## config.mk

```make
export PLATFORM = sky130hd
export DESIGN_NAME = prime_factorizer_top
export DESIGN_NICKNAME = d
export VERILOG_FILES = /design/src/design/pf_pkg.sv /design/src/design/prime_factorizer_top.sv /design/src/design/pf_div.sv /design/src/design/pf_datapath.sv /design/src/design/pf_ctrl.sv
export SDC_FILE = /design/constraint.sdc
export NUM_CORES = 1
export LEC_CHECK = 0
export ABC_AREA = 1
export BUFFER_PORTS_ARGS = -buffer_cell sky130_fd_sc_hd__buf_2
export CAP_MARGIN = 20
export CORE_MARGIN = 1.5
export CORE_UTILIZATION = 56
export DETAILED_ROUTE_END_ITERATION = 10
export GPL_TIMING_DRIVEN = 0
export MAX_ROUTING_LAYER = met4
export PLACE_DENSITY = 0.82
export SLEW_MARGIN = 0
export SYNTH_ARGS = -nofsm -noshare
export SYNTH_HDL_FRONTEND = slang
export SYNTH_SLANG_ARGS = --single-unit
```

## constraint.sdc

```tcl
create_clock -name clk_i -period 3.25 [get_ports clk_i]
set_clock_uncertainty 0.1 [all_clocks]
set_input_delay 0.1625 -clock clk_i [delete_from_list [all_inputs] [get_ports clk_i]]
set_output_delay 0.1625 -clock clk_i [all_outputs]
set_load 0.03 [all_outputs]
```

## src/design/pf_pkg.sv

```systemverilog
// pf_pkg: shared constants, command and status types for the prime factorizer
// used by pf_datapath, pf_ctrl and prime_factorizer_top
`default_nettype none

package pf_pkg;

  // fixed field widths of the input and result transactions
  localparam int VALUE_W  = 16;
  localparam int FACTOR_W = 16;
  localparam int MULT_W   = 5;
  localparam int INDEX_W  = 3;

  // default for the top level VALUE_WIDTH parameter
  localparam int VALUE_WIDTH_DEF = 16;

  // most distinct primes reported for one value
  localparam int RESULT_CAP = 6;

  typedef enum logic [1:0] {
    EMIT_NONE = 2'd0,  // value of zero or one, no factors
    EMIT_DIV  = 2'd1,  // trial divisor with its multiplicity
    EMIT_REM  = 2'd2   // prime remainder left after the square test
  } emit_kind_e;

  typedef struct packed {
    logic       load;
    logic       div_start;
    logic       take_quot;
    logic       next_d;
    logic       emit;
    emit_kind_e kind;
  } cmd_t;

  typedef struct packed {
    logic in_trivial;
    logic sq_gt;
    logic div_done;
    logic rem_zero;
    logic mult_nz;
    logic emit_last;
    logic out_free;
  } status_t;

endpackage

`default_nettype wire

```

## src/design/prime_factorizer_top.sv

```systemverilog
// each value is worked by trial division; W = min(VALUE_WIDTH, 16) bits take part
// and each trial is a serial divide over W bits
// trials run up to the square root of the remainder plus one per repeated
// factor, worst case near 256 for a 16-bit prime
// one value in flight; next value taken once the last result is in the output register
// reset clears the sequencer and the output valid, no clearing pass
`default_nettype none

module prime_factorizer_top #(
  parameter int VALUE_WIDTH = pf_pkg::VALUE_WIDTH_DEF
) (
  input  wire logic                           clk_i,
  input  wire logic                           rst_ni,
  input  wire logic                           in_valid_i,
  output logic                                in_stall_o,
  input  wire logic [pf_pkg::VALUE_W-1:0]     value_i,
  output logic                                out_valid_o,
  input  wire logic                           out_stall_i,
  output logic [pf_pkg::FACTOR_W-1:0]         prime_factor_o,
  output logic [pf_pkg::MULT_W-1:0]           multiplicity_o,
  output logic [pf_pkg::INDEX_W-1:0]          factor_index_o,
  output logic                                is_last_o,
  output logic                                none_found_o
);

  pf_pkg::cmd_t    cmd;
  pf_pkg::status_t status;

  pf_ctrl u_ctrl (
    .clk_i     (clk_i),
    .rst_ni    (rst_ni),
    .in_valid_i(in_valid_i),
    .in_stall_o(in_stall_o),
    .status_i  (status),
    .cmd_o     (cmd)
  );

  pf_datapath #(
    .ValueWidth(VALUE_WIDTH)
  ) u_datapath (
    .clk_i         (clk_i),
    .rst_ni        (rst_ni),
    .value_i       (value_i),
    .cmd_i         (cmd),
    .status_o      (status),
    .out_valid_o   (out_valid_o),
    .out_stall_i   (out_stall_i),
    .prime_factor_o(prime_factor_o),
    .multiplicity_o(multiplicity_o),
    .factor_index_o(factor_index_o),
    .is_last_o     (is_last_o),
    .none_found_o  (none_found_o)
  );

endmodule

`default_nettype wire

```

## src/design/pf_div.sv

```systemverilog
// pf_div: iterative restoring divider, one quotient bit per cycle
// standalone unit, no package dependencies
`default_nettype none

module pf_div #(
  parameter int Width = 16
) (
  input  wire logic             clk_i,
  input  wire logic             rst_ni,
  input  wire logic             start_i,
  input  wire logic [Width-1:0] dividend_i,
  input  wire logic [Width-1:0] divisor_i,
  output logic                  busy_o,
  output logic                  done_o,
  output logic [Width-1:0]      quotient_o,
  output logic [Width-1:0]      remainder_o
);

  localparam int CntW = (Width > 1) ? $clog2(Width) : 1;

  logic [Width-1:0] rem_q, rem_d;
  logic [Width-1:0] quo_q, quo_d;
  logic [Width-1:0] dvs_q, dvs_d;
  logic [CntW-1:0]  cnt_q, cnt_d;
  logic             busy_q, busy_d;
  logic             done_q, done_d;

  logic [Width:0]   shifted;
  logic [Width:0]   diff;
  logic             ge;

  always_comb begin
    shifted = {rem_q, quo_q[Width-1]};
    diff    = shifted - {1'b0, dvs_q};
    ge      = (shifted >= {1'b0, dvs_q});
  end

  always_comb begin
    rem_d  = rem_q;
    quo_d  = quo_q;
    dvs_d  = dvs_q;
    cnt_d  = cnt_q;
    busy_d = busy_q;
    done_d = 1'b0;
    if (start_i) begin
      rem_d  = '0;
      quo_d  = dividend_i;
      dvs_d  = divisor_i;
      cnt_d  = '0;
      busy_d = 1'b1;
    end else if (busy_q) begin
      rem_d = ge ? diff[Width-1:0] : shifted[Width-1:0];
      quo_d = {quo_q[Width-2:0], ge};
      cnt_d = cnt_q + CntW'(1);
      if (cnt_q == CntW'(Width - 1)) begin
        busy_d = 1'b0;
        done_d = 1'b1;
      end
    end
  end

  always_ff @(posedge clk_i or negedge rst_ni) begin
    if (!rst_ni) begin
      busy_q <= 1'b0;
      done_q <= 1'b0;
    end else begin
      busy_q <= busy_d;
      done_q <= done_d;
    end
  end

  always_ff @(posedge clk_i) begin
    rem_q <= rem_d;
    quo_q <= quo_d;
    dvs_q <= dvs_d;
    cnt_q <= cnt_d;
  end

  assign busy_o      = busy_q;
  assign done_o      = done_q;
  assign quotient_o  = quo_q;
  assign remainder_o = rem_q;

endmodule

`default_nettype wire

```

## src/design/pf_datapath.sv

```systemverilog
// pf_datapath: remaining value, trial divisor and its square, multiplicity,
// result count and the output register; depends on pf_pkg and pf_div
`default_nettype none

module pf_datapath #(
  parameter int ValueWidth = pf_pkg::VALUE_WIDTH_DEF
) (
  input  wire logic                          clk_i,
  input  wire logic                          rst_ni,
  input  wire logic [pf_pkg::VALUE_W-1:0]    value_i,
  input  wire pf_pkg::cmd_t                  cmd_i,
  output pf_pkg::status_t                    status_o,
  output logic                               out_valid_o,
  input  wire logic                          out_stall_i,
  output logic [pf_pkg::FACTOR_W-1:0]        prime_factor_o,
  output logic [pf_pkg::MULT_W-1:0]          multiplicity_o,
  output logic [pf_pkg::INDEX_W-1:0]         factor_index_o,
  output logic                               is_last_o,
  output logic                               none_found_o
);

  // bits of the input that take part; the field itself is 16 bits
  localparam int NW      = (ValueWidth < pf_pkg::VALUE_W) ? ValueWidth : pf_pkg::VALUE_W;
  localparam int DsqW    = 2 * NW;
  localparam int MultW   = $clog2(NW + 1);
  localparam int FactorW = pf_pkg::FACTOR_W;
  localparam int MultOW  = pf_pkg::MULT_W;
  localparam int IndexW  = pf_pkg::INDEX_W;

  logic [NW-1:0]     n_q, n_d;
  logic [NW-1:0]     d_q, d_d;
  logic [DsqW-1:0]   dsq_q, dsq_d;
  logic [MultW-1:0]  mult_q, mult_d;
  logic [IndexW-1:0] cnt_q, cnt_d;

  logic               out_valid_q, out_valid_d;
  logic [FactorW-1:0] fac_q, fac_d;
  logic [MultOW-1:0]  omult_q, omult_d;
  logic [IndexW-1:0]  oidx_q, oidx_d;
  logic               last_q, last_d;
  logic               none_q, none_d;

  logic              div_busy;
  logic              div_done;
  logic [NW-1:0]     quotient;
  logic [NW-1:0]     remainder;
  logic              emit_last;
  logic              out_free;

  pf_div #(
    .Width(NW)
  ) u_div (
    .clk_i      (clk_i),
    .rst_ni     (rst_ni),
    .start_i    (cmd_i.div_start),
    .dividend_i (n_q),
    .divisor_i  (d_q),
    .busy_o     (div_busy),
    .done_o     (div_done),
    .quotient_o (quotient),
    .remainder_o(remainder)
  );

  // non-divisor results are last; a divisor one once n is 1 or list full
  assign emit_last = (cmd_i.kind != pf_pkg::EMIT_DIV) || (n_q == NW'(1)) ||
                     (cnt_q == IndexW'(pf_pkg::RESULT_CAP - 1));
  assign out_free  = !out_valid_q || !out_stall_i;

  always_comb begin
    status_o.in_trivial = (value_i[NW-1:0] <= NW'(1));
    status_o.sq_gt      = (dsq_q > DsqW'(n_q));
    status_o.div_done   = div_done;
    status_o.rem_zero   = (remainder == '0);
    status_o.mult_nz    = (mult_q != '0);
    status_o.emit_last  = emit_last;
    status_o.out_free   = out_free;
  end

  always_comb begin
    n_d   = n_q;
    d_d   = d_q;
    dsq_d = dsq_q;
    mult_d = mult_q;
    cnt_d = cnt_q;
    if (cmd_i.load) begin
      n_d    = value_i[NW-1:0];
      d_d    = NW'(2);
      dsq_d  = DsqW'(4);
      mult_d = '0;
      cnt_d  = '0;
    end
    if (cmd_i.take_quot) begin
      n_d    = quotient;
      mult_d = mult_q + MultW'(1);
    end
    if (cmd_i.next_d) begin
      // (d+1)^2 = d^2 + 2d + 1
      d_d    = d_q + NW'(1);
      dsq_d  = dsq_q + DsqW'({d_q, 1'b0}) + DsqW'(1);
      mult_d = '0;
    end
    if (cmd_i.emit) begin
      cnt_d = cnt_q + IndexW'(1);
    end
  end

  always_comb begin
    out_valid_d = out_valid_q && out_stall_i;
    fac_d       = fac_q;
    omult_d     = omult_q;
    oidx_d      = oidx_q;
    last_d      = last_q;
    none_d      = none_q;
    if (cmd_i.emit) begin
      out_valid_d = 1'b1;
      oidx_d      = cnt_q;
      last_d      = emit_last;
      unique case (cmd_i.kind)
        pf_pkg::EMIT_DIV: begin
          fac_d   = FactorW'(d_q);
          omult_d = MultOW'(mult_q);
          none_d  = 1'b0;
        end
        pf_pkg::EMIT_REM: begin
          fac_d   = FactorW'(n_q);
          omult_d = MultOW'(1);
          none_d  = 1'b0;
        end
        default: begin
          fac_d   = '0;
          omult_d = '0;
          none_d  = 1'b1;
        end
      endcase
    end
  end

  always_ff @(posedge clk_i or negedge rst_ni) begin
    if (!rst_ni) begin
      out_valid_q <= 1'b0;
    end else begin
      out_valid_q <= out_valid_d;
    end
  end

  always_ff @(posedge clk_i) begin
    n_q     <= n_d;
    d_q     <= d_d;
    dsq_q   <= dsq_d;
    mult_q  <= mult_d;
    cnt_q   <= cnt_d;
    fac_q   <= fac_d;
    omult_q <= omult_d;
    oidx_q  <= oidx_d;
    last_q  <= last_d;
    none_q  <= none_d;
  end

  assign out_valid_o    = out_valid_q;
  assign prime_factor_o = fac_q;
  assign multiplicity_o = omult_q;
  assign factor_index_o = oidx_q;
  assign is_last_o      = last_q;
  assign none_found_o   = none_q;

  a_emit_needs_room : assert property (@(posedge clk_i) disable iff (!rst_ni)
    cmd_i.emit |-> out_free)
    else $error("result written while output register is occupied");

  a_div_start_idle : assert property (@(posedge clk_i) disable iff (!rst_ni)
    cmd_i.div_start |-> !div_busy)
    else $error("division started while divider busy");

  a_div_emit_mult : assert property (@(posedge clk_i) disable iff (!rst_ni)
    (cmd_i.emit && cmd_i.kind == pf_pkg::EMIT_DIV) |-> (mult_q != '0))
    else $error("divisor result with zero multiplicity");

  a_load_divisor : assert property (@(posedge clk_i) disable iff (!rst_ni)
    cmd_i.load |=> (d_q == NW'(2)) && (dsq_q == DsqW'(4)))
    else $error("trial divisor not set up on load");

endmodule

`default_nettype wire

```

## src/design/pf_ctrl.sv

```systemverilog
// pf_ctrl: sequencer for the trial division loop
// drives pf_pkg::cmd_t to the datapath and reads pf_pkg::status_t back
`default_nettype none

module pf_ctrl (
  input  wire logic            clk_i,
  input  wire logic            rst_ni,
  input  wire logic            in_valid_i,
  output logic                 in_stall_o,
  input  wire pf_pkg::status_t status_i,
  output pf_pkg::cmd_t         cmd_o
);

  localparam logic [2:0] S_IDLE  = 3'd0;
  localparam logic [2:0] S_CHECK = 3'd1;
  localparam logic [2:0] S_START = 3'd2;
  localparam logic [2:0] S_DIV   = 3'd3;
  localparam logic [2:0] S_EMIT  = 3'd4;

  logic [2:0]         state_q, state_d;
  pf_pkg::emit_kind_e kind_q, kind_d;

  always_comb begin
    state_d         = state_q;
    kind_d          = kind_q;
    in_stall_o      = 1'b1;
    cmd_o.load      = 1'b0;
    cmd_o.div_start = 1'b0;
    cmd_o.take_quot = 1'b0;
    cmd_o.next_d    = 1'b0;
    cmd_o.emit      = 1'b0;
    cmd_o.kind      = kind_q;
    unique case (state_q)
      S_IDLE: begin
        in_stall_o = 1'b0;
        if (in_valid_i) begin
          cmd_o.load = 1'b1;
          if (status_i.in_trivial) begin
            kind_d  = pf_pkg::EMIT_NONE;
            state_d = S_EMIT;
          end else begin
            state_d = S_CHECK;
          end
        end
      end
      S_CHECK: begin
        // divisor squared beyond the remainder: remainder is prime
        if (status_i.sq_gt) begin
          kind_d  = pf_pkg::EMIT_REM;
          state_d = S_EMIT;
        end else begin
          state_d = S_START;
        end
      end
      S_START: begin
        cmd_o.div_start = 1'b1;
        state_d         = S_DIV;
      end
      S_DIV: begin
        if (status_i.div_done) begin
          if (status_i.rem_zero) begin
            cmd_o.take_quot = 1'b1;
            state_d         = S_START;
          end else if (status_i.mult_nz) begin
            kind_d  = pf_pkg::EMIT_DIV;
            state_d = S_EMIT;
          end else begin
            cmd_o.next_d = 1'b1;
            state_d      = S_CHECK;
          end
        end
      end
      S_EMIT: begin
        if (status_i.out_free) begin
          cmd_o.emit = 1'b1;
          if (status_i.emit_last) begin
            state_d = S_IDLE;
          end else begin
            cmd_o.next_d = 1'b1;
            state_d      = S_CHECK;
          end
        end
      end
      default: begin
        state_d = S_IDLE;
      end
    endcase
  end

  always_ff @(posedge clk_i or negedge rst_ni) begin
    if (!rst_ni) begin
      state_q <= S_IDLE;
      kind_q  <= pf_pkg::EMIT_NONE;
    end else begin
      state_q <= state_d;
      kind_q  <= kind_d;
    end
  end

endmodule

`default_nettype wire

```

==> impl_metrics.xml, run 1 <==
<?xml version="1.0" encoding="UTF-8"?>
<metrics>
  <group name="floorplanning">
    <metric name="initial_core_utilization" unit="%">57.8</metric>
    <metric name="fp.dieW" unit="um">134</metric>
    <metric name="die-area" unit="um2">18000</metric>
    <metric name="core_area" unit="um2">16700</metric>
    <metric name="pin_count" unit="">48</metric>
    <metric name="dieHeight" unit="um">134</metric>
    <metric name="rows" unit="">47</metric>
  </group>
  <group name="setup_path">
    <metric name="critical_path.startpoint_type" unit="">flip-flop</metric>
    <metric name="critical_path.max_fanout" unit="">37</metric>
    <metric name="critPathRequiredTime" unit="ns">3.28</metric>
    <metric name="timing.critical_path.arrival" unit="ns">2.90</metric>
    <metric name="setup_crit_path_kind" unit="">reg -&gt; reg</metric>
    <metric name="timing.critical_path.to_type" unit="">flip-flop</metric>
  </group>
  <group name="power_and_ir_drop">
    <metric name="p_int" unit="W">0.00318</metric>
    <metric name="part_of_the_power_in_combinational_logic" unit="%">1.1</metric>
    <metric name="power_frac_clock" unit="%">46.5</metric>
    <metric name="max-vdd-ir-drop" unit="uV">432</metric>
    <metric name="switching_power" unit="W">0.000933</metric>
    <metric name="report.power.total" unit="W">0.00412</metric>
    <metric name="sw_share" unit="%">22.7</metric>
    <metric name="total_leakage_power" unit="nW">4.83</metric>
    <metric name="power.share.sequential" unit="%">52.3</metric>
    <metric name="power_density" unit="nW/um2">376</metric>
  </group>
  <group name="timing">
    <metric name="number_of_slew_limit_violations_in_the_final_report" unit="">0</metric>
    <metric name="max-slew-margin-rel" unit="%">49.4</metric>
    <metric name="clock.fmax" unit="GHz">0.348</metric>
    <metric name="timing.final.setup_violations" unit="">0</metric>
    <metric name="final_min_period_over_clock_period" unit="%">88.4</metric>
    <metric name="max_slew.worst_pin.slew" unit="ns">0.758</metric>
    <metric name="timing.final.hold_violations" unit="">0</metric>
    <metric name="rsz0062_at_grt" unit="">false</metric>
    <metric name="final_worst_path_period_need" unit="ns">2.87</metric>
    <metric name="postLayoutSetupSlackWorst" unit="ns">0.378</metric>
  </group>
  <group name="drt">
    <metric name="postRouteAntennaNets" unit="">0</metric>
    <metric name="avgRoutedWirePerCell" unit="um">16.8</metric>
    <metric name="route.final.wire_length" unit="um">25100</metric>
    <metric name="drc" unit="">0</metric>
    <metric name="route.detailed.vias_per_inst" unit="">5.72</metric>
    <metric name="first_pass_iters" unit="">6</metric>
    <metric name="vias" unit="">8551</metric>
    <metric name="initialDrtViolationCount" unit="">816</metric>
  </group>
  <group name="clock_network">
    <metric name="cts_buffer_depth" unit="">2</metric>
    <metric name="cts.clk_slew.worst_paths" unit="ns">0.07</metric>
    <metric name="cts-root-buf" unit="">clkbuf_16</metric>
    <metric name="ctsHtreeMaxLevel" unit="">4</metric>
    <metric name="cts_buf_count" unit="">17</metric>
    <metric name="insertion_delay_of_the_later_clocked_pin_in_the_worst_skew_pair" unit="ns">0.44</metric>
    <metric name="postCtsSetupBuffers" unit="">0</metric>
    <metric name="numClockSinks" unit="">158</metric>
    <metric name="tritoncts" unit="">yes</metric>
    <metric name="number_of_cells_upsized_or_downsized_after_cts" unit="">0</metric>
  </group>
  <group name="yosys">
    <metric name="postSynthAreaPerCell" unit="um2">8.21</metric>
    <metric name="count_of_warnings_emitted_by_yosys" unit="">0</metric>
    <metric name="postSynth.topFlopCell" unit="">edfxtp_1</metric>
    <metric name="post_synth_instance_area" unit="um2">9650</metric>
    <metric name="ys_ff_latch" unit="">158</metric>
    <metric name="post_synth_inst_count" unit="">1175</metric>
    <metric name="post_synthesis_sequential_area_ratio" unit="%">46.1</metric>
    <metric name="netlist-cell-type-count" unit="">46</metric>
    <metric name="synth.net_count" unit="">1253</metric>
    <metric name="ys_async_sr_fraction" unit="%">5.06</metric>
    <metric name="number_of_enable_flip_flop_cells_after_synthesis" unit="">125</metric>
  </group>
  <group name="global_routing">
    <metric name="overflow" unit="">0</metric>
    <metric name="grt_pass1_vias" unit="">8206</metric>
    <metric name="grt_start_max_net_pins" unit="">38</metric>
    <metric name="grtUsageTotal" unit="%">29.4</metric>
    <metric name="antenna_violations_before_repair" unit="">0</metric>
    <metric name="grt_first_pass_wirelength" unit="um">40000</metric>
  </group>
  <group name="final_layout">
    <metric name="final_layout_size_suffix_gt1_share" unit="%">11.6</metric>
    <metric name="finalNetCount" unit="">1340</metric>
    <metric name="finish.utilization" unit="%">65.5</metric>
    <metric name="antenna-diode-count" unit="">0</metric>
    <metric name="layoutNonFillerInstCount" unit="">1495</metric>
    <metric name="area.growth.synth_to_final" unit="%">13.4</metric>
  </group>
  <group name="run_status">
    <metric name="outcome" unit="">complete, no violations</metric>
  </group>
  <group name="placed_design">
    <metric name="port_buffers" unit="">47</metric>
    <metric name="place_inst" unit="">1444</metric>
    <metric name="preCtsSetupSlack" unit="ns">0.155</metric>
    <metric name="gp_routability_congestion" unit="">0.975</metric>
    <metric name="hpwl" unit="um">18300</metric>
  </group>
  <group name="worst_hold_path">
    <metric name="timing.hold.worst.class" unit="">in -&gt; reg</metric>
  </group>
  <group name="job">
    <metric name="count_of_maximum_capacitance_violations" unit="">0</metric>
  </group>
</metrics>
-- area by class of cell --
| type | instances | area (um2) |
|---|---|---|
| Buffer | 24 | 140 |
| Clock buffer | 18 | 429 |
| Clock inverter | 14 | 126 |
| Fill cell | 1335 | 5760 |
| Inverter | 161 | 604 |
| Multi-Input combinational cell | 833 | 4460 |
| Sequential cell | 158 | 4450 |
| Tap cell | 220 | 275 |
| Timing Repair Buffer | 67 | 450 |
-- cells in the mapped netlist (2+ instances only) --
cell	number	area share, %
nor2_1	97	3.8
o21ai_2	5	0.45
o21bai_1	5	0.39
dfxtp_1	25	5.2
nand3_2	11	1.1
dfrtp_1	8	2.1
edfxtp_1	125	39
nand4_1	22	1.4
nand3_1	84	4.4
nor4_1	7	0.45
nor2_2	5	0.32
buf_2	7	0.36
or2_1	2	0.13
nor3_1	24	1.2
fa_1	2	0.41
ha_1	56	7.3
xnor2_1	10	0.91
nor2_4	2	0.23
inv_1	154	6.0
a21boi_0	3	0.23
xor2_1	15	1.4
clkbuf_1	9	0.35
a21o_1	5	0.39
a31oi_1	4	0.26
nor3_2	2	0.21
o21ai_0	49	2.5
nand2_2	11	0.71
buf_6	3	0.35
a21oi_1	87	4.5
nand2_1	308	12
inv_2	6	0.23
or2_2	4	0.26
buf_4	5	0.39
-- path summary, 6_finish.rpt --
check / startpoint / endpoint / slack, ns / cells after the start
worst max-delay path: u_ctrl.state_q[0] / u_datapath.dsq_q[30] / 0.38 / 11
worst min-delay path: value_i[4] / u_datapath.n_q[4] / 0.04 / 3
worst max register to register: u_ctrl.state_q[0] / u_datapath.dsq_q[30] / 0.38 / 11
worst min register to register: u_datapath.mult_q[3] / u_datapath.mult_q[3] / 0.37 / 2
max in group asynchronous: rst_ni / u_ctrl.kind_q[0] / 2.20 / 3
min in group asynchronous: rst_ni / u_datapath.out_valid_o / 0.58 / 3
-- per-layer routing --
metal / vias up / wire length [um] / global-route usage (%)
li1: 4096 / - / -
met1: 3945 / 10200 / 36.9
met5: - / 0 / -
met3: 91 / 2110 / 4.84
met2: 419 / 11800 / 46.9
met4: 0 / 947 / 13.3
-- what timing repair did --
item | 4_1_cts | 5_1_grt
hold buffers | 18 | 0
setup endpoints to repair | 0 | 37
hold endpoints to repair | 25 | 0
-- state kept, by name (all words and copies together) (netlist names) --
name / flops
u_datapath.d_q: 16
u_datapath.dsq_q: 32
u_datapath.none_found_o: 1
u_datapath.u_div.busy_o: 1
u_datapath.prime_factor_o: 16
u_datapath.mult_q: 5
u_ctrl.state_q: 3
u_datapath.multiplicity_o: 5
u_ctrl.kind_q: 2
u_datapath.u_div.dvs_q: 16
u_datapath.u_div.cnt_q: 4
u_datapath.n_q: 16
u_datapath.out_valid_o: 1
u_datapath.u_div.done_o: 1
u_datapath.factor_index_o: 3
u_datapath.cnt_q: 3
u_datapath.is_last_o: 1
u_datapath.u_div.quotient_o: 16
u_datapath.u_div.remainder_o: 16
-- worst max-delay path: stages (launching register included) --
cell,delay [ns]
dfrtp_1,0.36
inv_1,0.12
nand2_1,0.09
nor2_2,0.13
inv_2,0.09
nor2_4,0.40
nand3_1,0.16
nand2_2,0.24
inv_2,0.08
buf_2,0.21
nand2_2,0.27
buf_12,0.27
-- placed cells by master, fill, tap and decap left out, types with 6 or more instances in the layout --
| cell type | n |
|---|---|
| dfrtp_1 | 8 |
| xnor2_1 | 10 |
| xor2_1 | 15 |
| o21ai_0 | 49 |
| nor2_2 | 6 |
| a21oi_1 | 87 |
| dlygate4sd3_1 | 18 |
| edfxtp_1 | 125 |
| clkbuf_16 | 17 |
| buf_2 | 54 |
| nand4_1 | 22 |
| nand3_2 | 11 |
| dfxtp_1 | 25 |
| nor3_1 | 24 |
| nand3_1 | 84 |
| nand2_2 | 12 |
| clkbuf_1 | 10 |
| inv_1 | 154 |
| nor2_1 | 97 |
| ha_1 | 56 |
| nor4_1 | 7 |
| nand2_1 | 307 |
| inv_2 | 6 |
-- power groups by stage --
stage / logic, W / registers (W) / clock network [W]
final: 0.0000470 / 0.00215 / 0.00191
after global routing: 0.0000507 / 0.00215 / 0.00200
after CTS: 0.0000434 / 0.00215 / 0.00191
after detailed placement: 0.0000268 / 0.00220 / 0
after global placement: 0.0000262 / 0.00220 / 0
after floorplan: 0.00000946 / 0.00220 / 0
-- logic make-up (layout without fill, tap and decap cells) --
logic type / count (synthesis) / in the layout / share of synthesized area, %
XOR/XNOR: 25 / 25 / 2.27
AO/OA/AOI/OAI: 164 / 164 / 9.23
AND/OR/NAND/NOR: 585 / 586 / 27.0
adder cells (fa/ha/maj): 58 / 58 / 7.67
buffers and inverters: 185 / 284 / 7.71
flip-flops: 158 / 158 / 46.1
-- per-stage QoR --
step,TNS [ns],instance area (um2),hold WS (ns)
2_1_floorplan,0,9650,-0.233
3_3_place_gp,-39.05,10200,-0.0894
3_5_place_dp,0,10200,-0.0911
4_1_cts,0,10900,0.0284
5_1_grt,0,10900,0.0562
6_report,0,10900,0.0429
No activity file was read; power rests on OpenSTA's default activity.
==> run 2: changes to the inputs <==
--- a/config.mk
+++ b/config.mk
@@ -8,6 +8,7 @@
 export ABC_AREA = 1
 export BUFFER_PORTS_ARGS = -buffer_cell sky130_fd_sc_hd__buf_2
 export CAP_MARGIN = 20
+export CORE_ASPECT_RATIO = 0.6
 export CORE_MARGIN = 1.5
 export CORE_UTILIZATION = 56
 export DETAILED_ROUTE_END_ITERATION = 10
==> impl_metrics.xml, run 2 (synthesis gave the netlist of run 1 again) <==
<?xml version="1.0" encoding="UTF-8"?>
<metrics>
  <group name="final_layout">
    <metric name="layout_common_cells" unit="">307 x nand2_1, 154 x inv_1, 125 x edfxtp_1</metric>
    <metric name="area.growth.synth_to_final" unit="%">14.0</metric>
    <metric name="final_design_area_excluding_fillers" unit="um2">11000</metric>
    <metric name="antenna-diode-count" unit="">0</metric>
    <metric name="final_layout_size_suffix_gt1_share" unit="%">11.7</metric>
    <metric name="flip_flop_count_of_the_largest_register_all_copies_and_words_added" unit="">32</metric>
    <metric name="layoutNonFillerInstCount" unit="">1502</metric>
    <metric name="max_flop_register" unit="">u_datapath.dsq_q</metric>
    <metric name="finalNetCount" unit="">1339</metric>
    <metric name="most_common_cell_after_layout_fill_and_taps_aside" unit="">nand2_1</metric>
  </group>
  <group name="clock_network">
    <metric name="postCtsSetupBuffers" unit="">0</metric>
    <metric name="cts.clk_slew.worst_paths" unit="ns">0.07</metric>
    <metric name="cts_buffer_depth" unit="">2</metric>
    <metric name="cts_buf_count" unit="">17</metric>
    <metric name="cts-root-buf" unit="">clkbuf_16</metric>
    <metric name="ctsHtreeMaxLevel" unit="">4</metric>
    <metric name="tritoncts" unit="">yes</metric>
    <metric name="insertion_delay_of_the_later_clocked_pin_in_the_worst_skew_pair" unit="ns">0.44</metric>
    <metric name="numClockSinks" unit="">158</metric>
  </group>
  <group name="power_and_ir_drop">
    <metric name="total_leakage_power" unit="nW">4.86</metric>
    <metric name="power_density" unit="nW/um2">392</metric>
    <metric name="report.power.total" unit="W">0.00431</metric>
    <metric name="max-vdd-ir-drop" unit="uV">360</metric>
  </group>
  <group name="setup_path">
    <metric name="setup.reg_to_reg.worst_slack" unit="ns">0.19</metric>
    <metric name="timing.critical_path.to_type" unit="">flip-flop</metric>
    <metric name="setup_crit_path_kind" unit="">reg -&gt; reg</metric>
    <metric name="timing.critical_path.arrival" unit="ns">3.09</metric>
    <metric name="critPathRequiredTime" unit="ns">3.28</metric>
    <metric name="critical_path.max_fanout" unit="">30</metric>
    <metric name="timing.reg2reg.worst_path_depth" unit="">11</metric>
    <metric name="critical_path.startpoint_type" unit="">flip-flop</metric>
  </group>
  <group name="timing">
    <metric name="max-slew-margin-rel" unit="%">43.5</metric>
    <metric name="timing.final.setup_violations" unit="">0</metric>
    <metric name="max_slew.worst_pin.slew" unit="ns">0.847</metric>
    <metric name="postLayoutSetupSlackWorst" unit="ns">0.192</metric>
    <metric name="rsz0062_at_grt" unit="">false</metric>
    <metric name="number_of_slew_limit_violations_in_the_final_report" unit="">0</metric>
    <metric name="clock.fmax" unit="GHz">0.327</metric>
    <metric name="timing.final.hold_violations" unit="">0</metric>
    <metric name="final_worst_path_period_need" unit="ns">3.06</metric>
    <metric name="final_min_period_over_clock_period" unit="%">94.1</metric>
  </group>
  <group name="floorplanning">
    <metric name="fp.dieW" unit="um">172</metric>
    <metric name="initial_core_utilization" unit="%">58.4</metric>
    <metric name="dieHeight" unit="um">105</metric>
    <metric name="die-area" unit="um2">18100</metric>
    <metric name="rows" unit="">36</metric>
    <metric name="core_area" unit="um2">16500</metric>
    <metric name="pin_count" unit="">48</metric>
  </group>
  <group name="global_routing">
    <metric name="antenna_violations_before_repair" unit="">0</metric>
    <metric name="grt_pass1_vias" unit="">8020</metric>
    <metric name="grt_start_max_net_pins" unit="">31</metric>
    <metric name="overflow" unit="">0</metric>
    <metric name="grtUsageTotal" unit="%">32.2</metric>
    <metric name="grt_first_pass_wirelength" unit="um">42300</metric>
  </group>
  <group name="placed_design">
    <metric name="gp_routability_congestion" unit="">1.06</metric>
    <metric name="dpl-instance-area" unit="um2">10200</metric>
    <metric name="port_buffers" unit="">47</metric>
    <metric name="preCtsSetupSlack" unit="ns">-0.0868</metric>
    <metric name="place_inst" unit="">1452</metric>
    <metric name="hpwl" unit="um">19700</metric>
  </group>
  <group name="drt">
    <metric name="route.detailed.vias_per_inst" unit="">5.82</metric>
    <metric name="vias" unit="">8740</metric>
    <metric name="postRouteAntennaNets" unit="">0</metric>
    <metric name="drc" unit="">0</metric>
    <metric name="initialDrtViolationCount" unit="">1175</metric>
    <metric name="route.final.wire_length" unit="um">27400</metric>
    <metric name="first_pass_iters" unit="">6</metric>
    <metric name="avgRoutedWirePerCell" unit="um">18.3</metric>
  </group>
  <group name="job">
    <metric name="count_of_maximum_capacitance_violations" unit="">0</metric>
  </group>
  <group name="run_status">
    <metric name="outcome" unit="">complete, no violations</metric>
  </group>
  <group name="worst_hold_path">
    <metric name="timing.hold.worst.class" unit="">in -&gt; async</metric>
  </group>
</metrics>
run 2: where the power goes:
group	switching [W]	internal, W
clock	0.000927	0.00119
combinational	0.0000224	0.0000263
sequential	0.0000000000000000000472	0.00215
total	0.000949	0.00336
run 2: routing by layer:
metal  share of wire, %  GRT usage, %  vias up
li1                   -             -     4095
met1                 42          46.5     3982
met2                 41          43.8      593
met3                 14          9.32       70
met4                2.5          8.70        0
met5                  0             -        -
run 2: worst paths after layout:
kind	from	end
worst max-delay path	u_ctrl.state_q[0]	u_datapath.d_q[9]
worst max register to register	u_ctrl.state_q[0]	u_datapath.d_q[9]
worst min register to register	u_datapath.mult_q[3]	u_datapath.mult_q[3]
worst min-delay path	rst_ni	u_datapath.u_div.done_o
min in group clk_i	value_i[5]	u_datapath.n_q[5]
max in group asynchronous	rst_ni	u_datapath.out_valid_o
run 2: through the flow:
stage          hold slack, ns  utilization [%]  setup TNS [ns]
2_1_floorplan          -0.233                -               0
3_3_place_gp          -0.0843             61.5          -47.01
3_5_place_dp          -0.0853             61.8           -2.54
4_1_cts                0.0110             66.5               0
5_1_grt                0.0188             66.6               0
6_report              0.00915             66.6               0
run 2: critical path, cell delays in order (launching register included):
cell and delay [ns]:
dfrtp_1 0.38, inv_1 0.13, nand2_1 0.11, nor2_2 0.14
inv_2 0.10, nor2_4 0.47, nand3_1 0.16, nand2_2 0.28
inv_2 0.07, buf_2 0.24, nand2_4 0.29, buf_12 0.24
run 2: layout make-up:
cell class	instances	area, um2
tap	228	285
fill	1275	5530
clock buffer	18	439
clock inverter	14	174
sequential	158	4450
timing repair buffer	66	440
inverter	161	604
buffer	24	140
multi-input combinational	833	4470
run 2: repair_timing:
action / in CTS / in global routing
hold buffers: 17 / 0
pin swaps: 1 / 0
gates cloned: 1 / 0
endpoints found under the hold margin: 24 / 0
endpoints found under the setup margin: 30 / 30
gates resized for setup: 0 / 1
==> run 3: changes to the inputs <==
--- a/config.mk
+++ b/config.mk
@@ -6,15 +6,15 @@
 export NUM_CORES = 1
 export LEC_CHECK = 0
 export ABC_AREA = 1
-export BUFFER_PORTS_ARGS = -buffer_cell sky130_fd_sc_hd__buf_2
+export BUFFER_PORTS_ARGS = -buffer_cell sky130_fd_sc_hd__buf_4
 export CAP_MARGIN = 20
 export CORE_ASPECT_RATIO = 0.6
 export CORE_MARGIN = 1.5
-export CORE_UTILIZATION = 56
+export CORE_UTILIZATION = 62
 export DETAILED_ROUTE_END_ITERATION = 10
 export GPL_TIMING_DRIVEN = 0
 export MAX_ROUTING_LAYER = met4
-export PLACE_DENSITY = 0.82
+export PLACE_DENSITY = 0.85
 export SLEW_MARGIN = 0
 export SYNTH_ARGS = -nofsm -noshare
 export SYNTH_HDL_FRONTEND = slang
==> constraint.sdc (replaced) <==
create_clock -name clk_i -period 3.3 [get_ports clk_i]
set_clock_uncertainty 0.1 [all_clocks]
set_input_delay 0.165 -clock clk_i [delete_from_list [all_inputs] [get_ports clk_i]]
set_output_delay 0.165 -clock clk_i [all_outputs]
set_load 0.03 [all_outputs]
==> impl_metrics.xml, run 3 (synthesis gave the netlist of run 1 again) <==
<?xml version="1.0" encoding="UTF-8"?>
<metrics>
  <group name="floorplanning">
    <metric name="die-area" unit="um2">16300</metric>
    <metric name="rows" unit="">35</metric>
    <metric name="dieHeight" unit="um">99.6</metric>
    <metric name="fp.dieW" unit="um">164</metric>
    <metric name="initial_core_utilization" unit="%">63.2</metric>
    <metric name="core_area" unit="um2">15300</metric>
    <metric name="pin_count" unit="">48</metric>
  </group>
  <group name="placed_design">
    <metric name="preCtsSetupSlack" unit="ns">-0.0362</metric>
    <metric name="gp_routability_congestion" unit="">0.976</metric>
    <metric name="port_buffers" unit="">47</metric>
    <metric name="hpwl" unit="um">19900</metric>
    <metric name="place_inst" unit="">1427</metric>
  </group>
  <group name="power_and_ir_drop">
    <metric name="p_int" unit="W">0.00317</metric>
    <metric name="total_leakage_power" unit="nW">4.90</metric>
    <metric name="sw_share" unit="%">23.8</metric>
    <metric name="power_frac_clock" unit="%">47.8</metric>
    <metric name="report.power.total" unit="W">0.00417</metric>
    <metric name="power_density" unit="nW/um2">376</metric>
    <metric name="max-vdd-ir-drop" unit="uV">300</metric>
    <metric name="switching_power" unit="W">0.000992</metric>
    <metric name="part_of_the_power_in_combinational_logic" unit="%">1.4</metric>
    <metric name="power.share.sequential" unit="%">50.9</metric>
  </group>
  <group name="drt">
    <metric name="first_pass_iters" unit="">6</metric>
    <metric name="vias" unit="">8872</metric>
    <metric name="route.detailed.vias_per_inst" unit="">6.00</metric>
    <metric name="route.final.wire_length" unit="um">27900</metric>
    <metric name="initialDrtViolationCount" unit="">1238</metric>
    <metric name="drc" unit="">0</metric>
    <metric name="avgRoutedWirePerCell" unit="um">18.9</metric>
    <metric name="postRouteAntennaNets" unit="">0</metric>
  </group>
  <group name="setup_path">
    <metric name="startpoint" unit="">u_ctrl.state_q[0]</metric>
    <metric name="setup_crit_path_kind" unit="">reg -&gt; reg</metric>
    <metric name="critPathRequiredTime" unit="ns">3.32</metric>
    <metric name="critical_path.max_fanout" unit="">33</metric>
    <metric name="setup.reg_to_reg.worst_slack" unit="ns">0.15</metric>
    <metric name="timing.rr.start" unit="">u_ctrl.state_q[0]</metric>
    <metric name="critical_path.startpoint_type" unit="">flip-flop</metric>
    <metric name="timing.critical_path.arrival" unit="ns">3.17</metric>
    <metric name="timing.critical_path.to_type" unit="">flip-flop</metric>
  </group>
  <group name="final_layout">
    <metric name="register_area" unit="um2">4450</metric>
    <metric name="final_layout_size_suffix_gt1_share" unit="%">11.7</metric>
    <metric name="layoutNonFillerInstCount" unit="">1479</metric>
    <metric name="filler_cell_count" unit="">1095</metric>
    <metric name="max_flop_register" unit="">u_datapath.dsq_q</metric>
    <metric name="most_common_cell_after_layout_fill_and_taps_aside" unit="">nand2_1</metric>
    <metric name="layout_common_cells" unit="">307 x nand2_1, 154 x inv_1, 125 x edfxtp_1</metric>
    <metric name="flip_flop_count_of_the_largest_register_all_copies_and_words_added" unit="">32</metric>
    <metric name="finalNetCount" unit="">1341</metric>
    <metric name="area.growth.synth_to_final" unit="%">14.9</metric>
    <metric name="antenna-diode-count" unit="">0</metric>
    <metric name="multiInputGateArea" unit="um2">4460</metric>
  </group>
  <group name="clock_network">
    <metric name="cts_buffer_depth" unit="">2</metric>
    <metric name="numClockSinks" unit="">158</metric>
    <metric name="tritoncts" unit="">yes</metric>
    <metric name="insertion_delay_of_the_later_clocked_pin_in_the_worst_skew_pair" unit="ns">0.44</metric>
    <metric name="ctsHtreeMaxLevel" unit="">4</metric>
    <metric name="number_of_cells_upsized_or_downsized_after_cts" unit="">0</metric>
    <metric name="cts.clk_slew.worst_paths" unit="ns">0.07</metric>
    <metric name="cts-root-buf" unit="">clkbuf_16</metric>
    <metric name="cts_buf_count" unit="">17</metric>
    <metric name="postCtsSetupBuffers" unit="">0</metric>
  </group>
  <group name="global_routing">
    <metric name="grtUsageTotal" unit="%">36.6</metric>
    <metric name="grt_first_pass_wirelength" unit="um">43400</metric>
    <metric name="grt_pass1_vias" unit="">8142</metric>
    <metric name="grt_start_max_net_pins" unit="">34</metric>
    <metric name="antenna_violations_before_repair" unit="">0</metric>
    <metric name="overflow" unit="">0</metric>
  </group>
  <group name="timing">
    <metric name="max_slew.worst_pin.slew" unit="ns">1.08</metric>
    <metric name="timing.final.hold_violations" unit="">0</metric>
    <metric name="fin_tns_setup" unit="ns">0</metric>
    <metric name="postLayoutSetupSlackWorst" unit="ns">0.152</metric>
    <metric name="timing.final.setup_violations" unit="">0</metric>
    <metric name="final_min_period_over_clock_period" unit="%">95.4</metric>
    <metric name="rsz0062_at_grt" unit="">false</metric>
    <metric name="final_worst_path_period_need" unit="ns">3.15</metric>
    <metric name="number_of_slew_limit_violations_in_the_final_report" unit="">0</metric>
    <metric name="clock.fmax" unit="GHz">0.318</metric>
    <metric name="max-slew-margin-rel" unit="%">28.2</metric>
  </group>
  <group name="run_status">
    <metric name="outcome" unit="">complete, no violations</metric>
  </group>
  <group name="worst_hold_path">
    <metric name="min_from" unit="">value_i[5]</metric>
    <metric name="timing.hold.worst.class" unit="">in -&gt; reg</metric>
  </group>
  <group name="job">
    <metric name="count_of_maximum_capacitance_violations" unit="">0</metric>
  </group>
</metrics>
[run 3: cell count changes in the layout (fill, tap and decap cells not counted), sizes merged]
cell         change
dlygate4sd3      +2
clkbuf           -1
inv              +3
bufinv           -2
[run 3: layout make-up]
| type | instances | area share [%] |
|---|---|---|
| Clock inverter | 15 | 1.47 |
| Buffer | 24 | 1.26 |
| Inverter | 161 | 5.45 |
| Sequential cell | 158 | 40.2 |
| Clock buffer | 17 | 3.83 |
| Tap cell | 203 | 2.29 |
| Multi-Input combinational cell | 833 | 40.2 |
| Timing Repair Buffer | 68 | 5.32 |
[run 3: worst max-delay path, cell delays in order, from the launching register on]
cell and delay [ns]:
dfrtp_1 0.37, inv_1 0.12, nand2_1 0.11, nor2_2 0.13
inv_2 0.10, nor2_4 0.48, nand3_1 0.17, nand2_2 0.28
inv_2 0.07, buf_2 0.22, nand2_2 0.38, buf_12 0.27
[run 3: stage by stage]
stage / hold WS, ns / utilization [%] / cell area [um2]
after floorplan: -0.231 / - / 9650
after global placement: -0.110 / 67.1 / 10300
after detailed placement: -0.114 / 67.4 / 10300
after CTS: 0.0163 / 72.6 / 11100
after global routing: 0.0753 / 72.6 / 11100
final: 0.0349 / 72.6 / 11100
[run 3: repair_timing]
action / CTS / global route
endpoints found under the setup margin: 33 / 0
hold endpoints to repair: 25 / 0
hold buffers: 19 / 0
[run 3: final timing paths]
check | endpoint | depth (start not counted)
min in group asynchronous | u_datapath.u_div.done_o | 3
worst min-delay path | u_datapath.n_q[5] | 3
worst min register to register | u_datapath.u_div.remainder_o[15] | 2
worst max register to register | u_datapath.d_q[3] | 11
max in group asynchronous | u_ctrl.kind_q[1] | 4
worst max-delay path | u_datapath.d_q[3] | 11
[run 3: metal layers]
metal,vias up,GRT usage [%],part of all wire (%)
met2,597,50.4,42
met3,58,8.67,14
met4,0,12.4,2.3
met1,4104,52.8,42
met5,-,-,0
li1,4113,-,-
[run 3: power by group through the flow]
stage	Sequential, W	Clock [W]	Combinational [W]
finish	0.00212	0.00199	0.0000572
global route	0.00212	0.00207	0.0000606
CTS	0.00212	0.00199	0.0000537
detailed placement	0.00216	0	0.0000353
global placement	0.00216	0	0.0000345
floorplan	0.00216	0	0.00000932
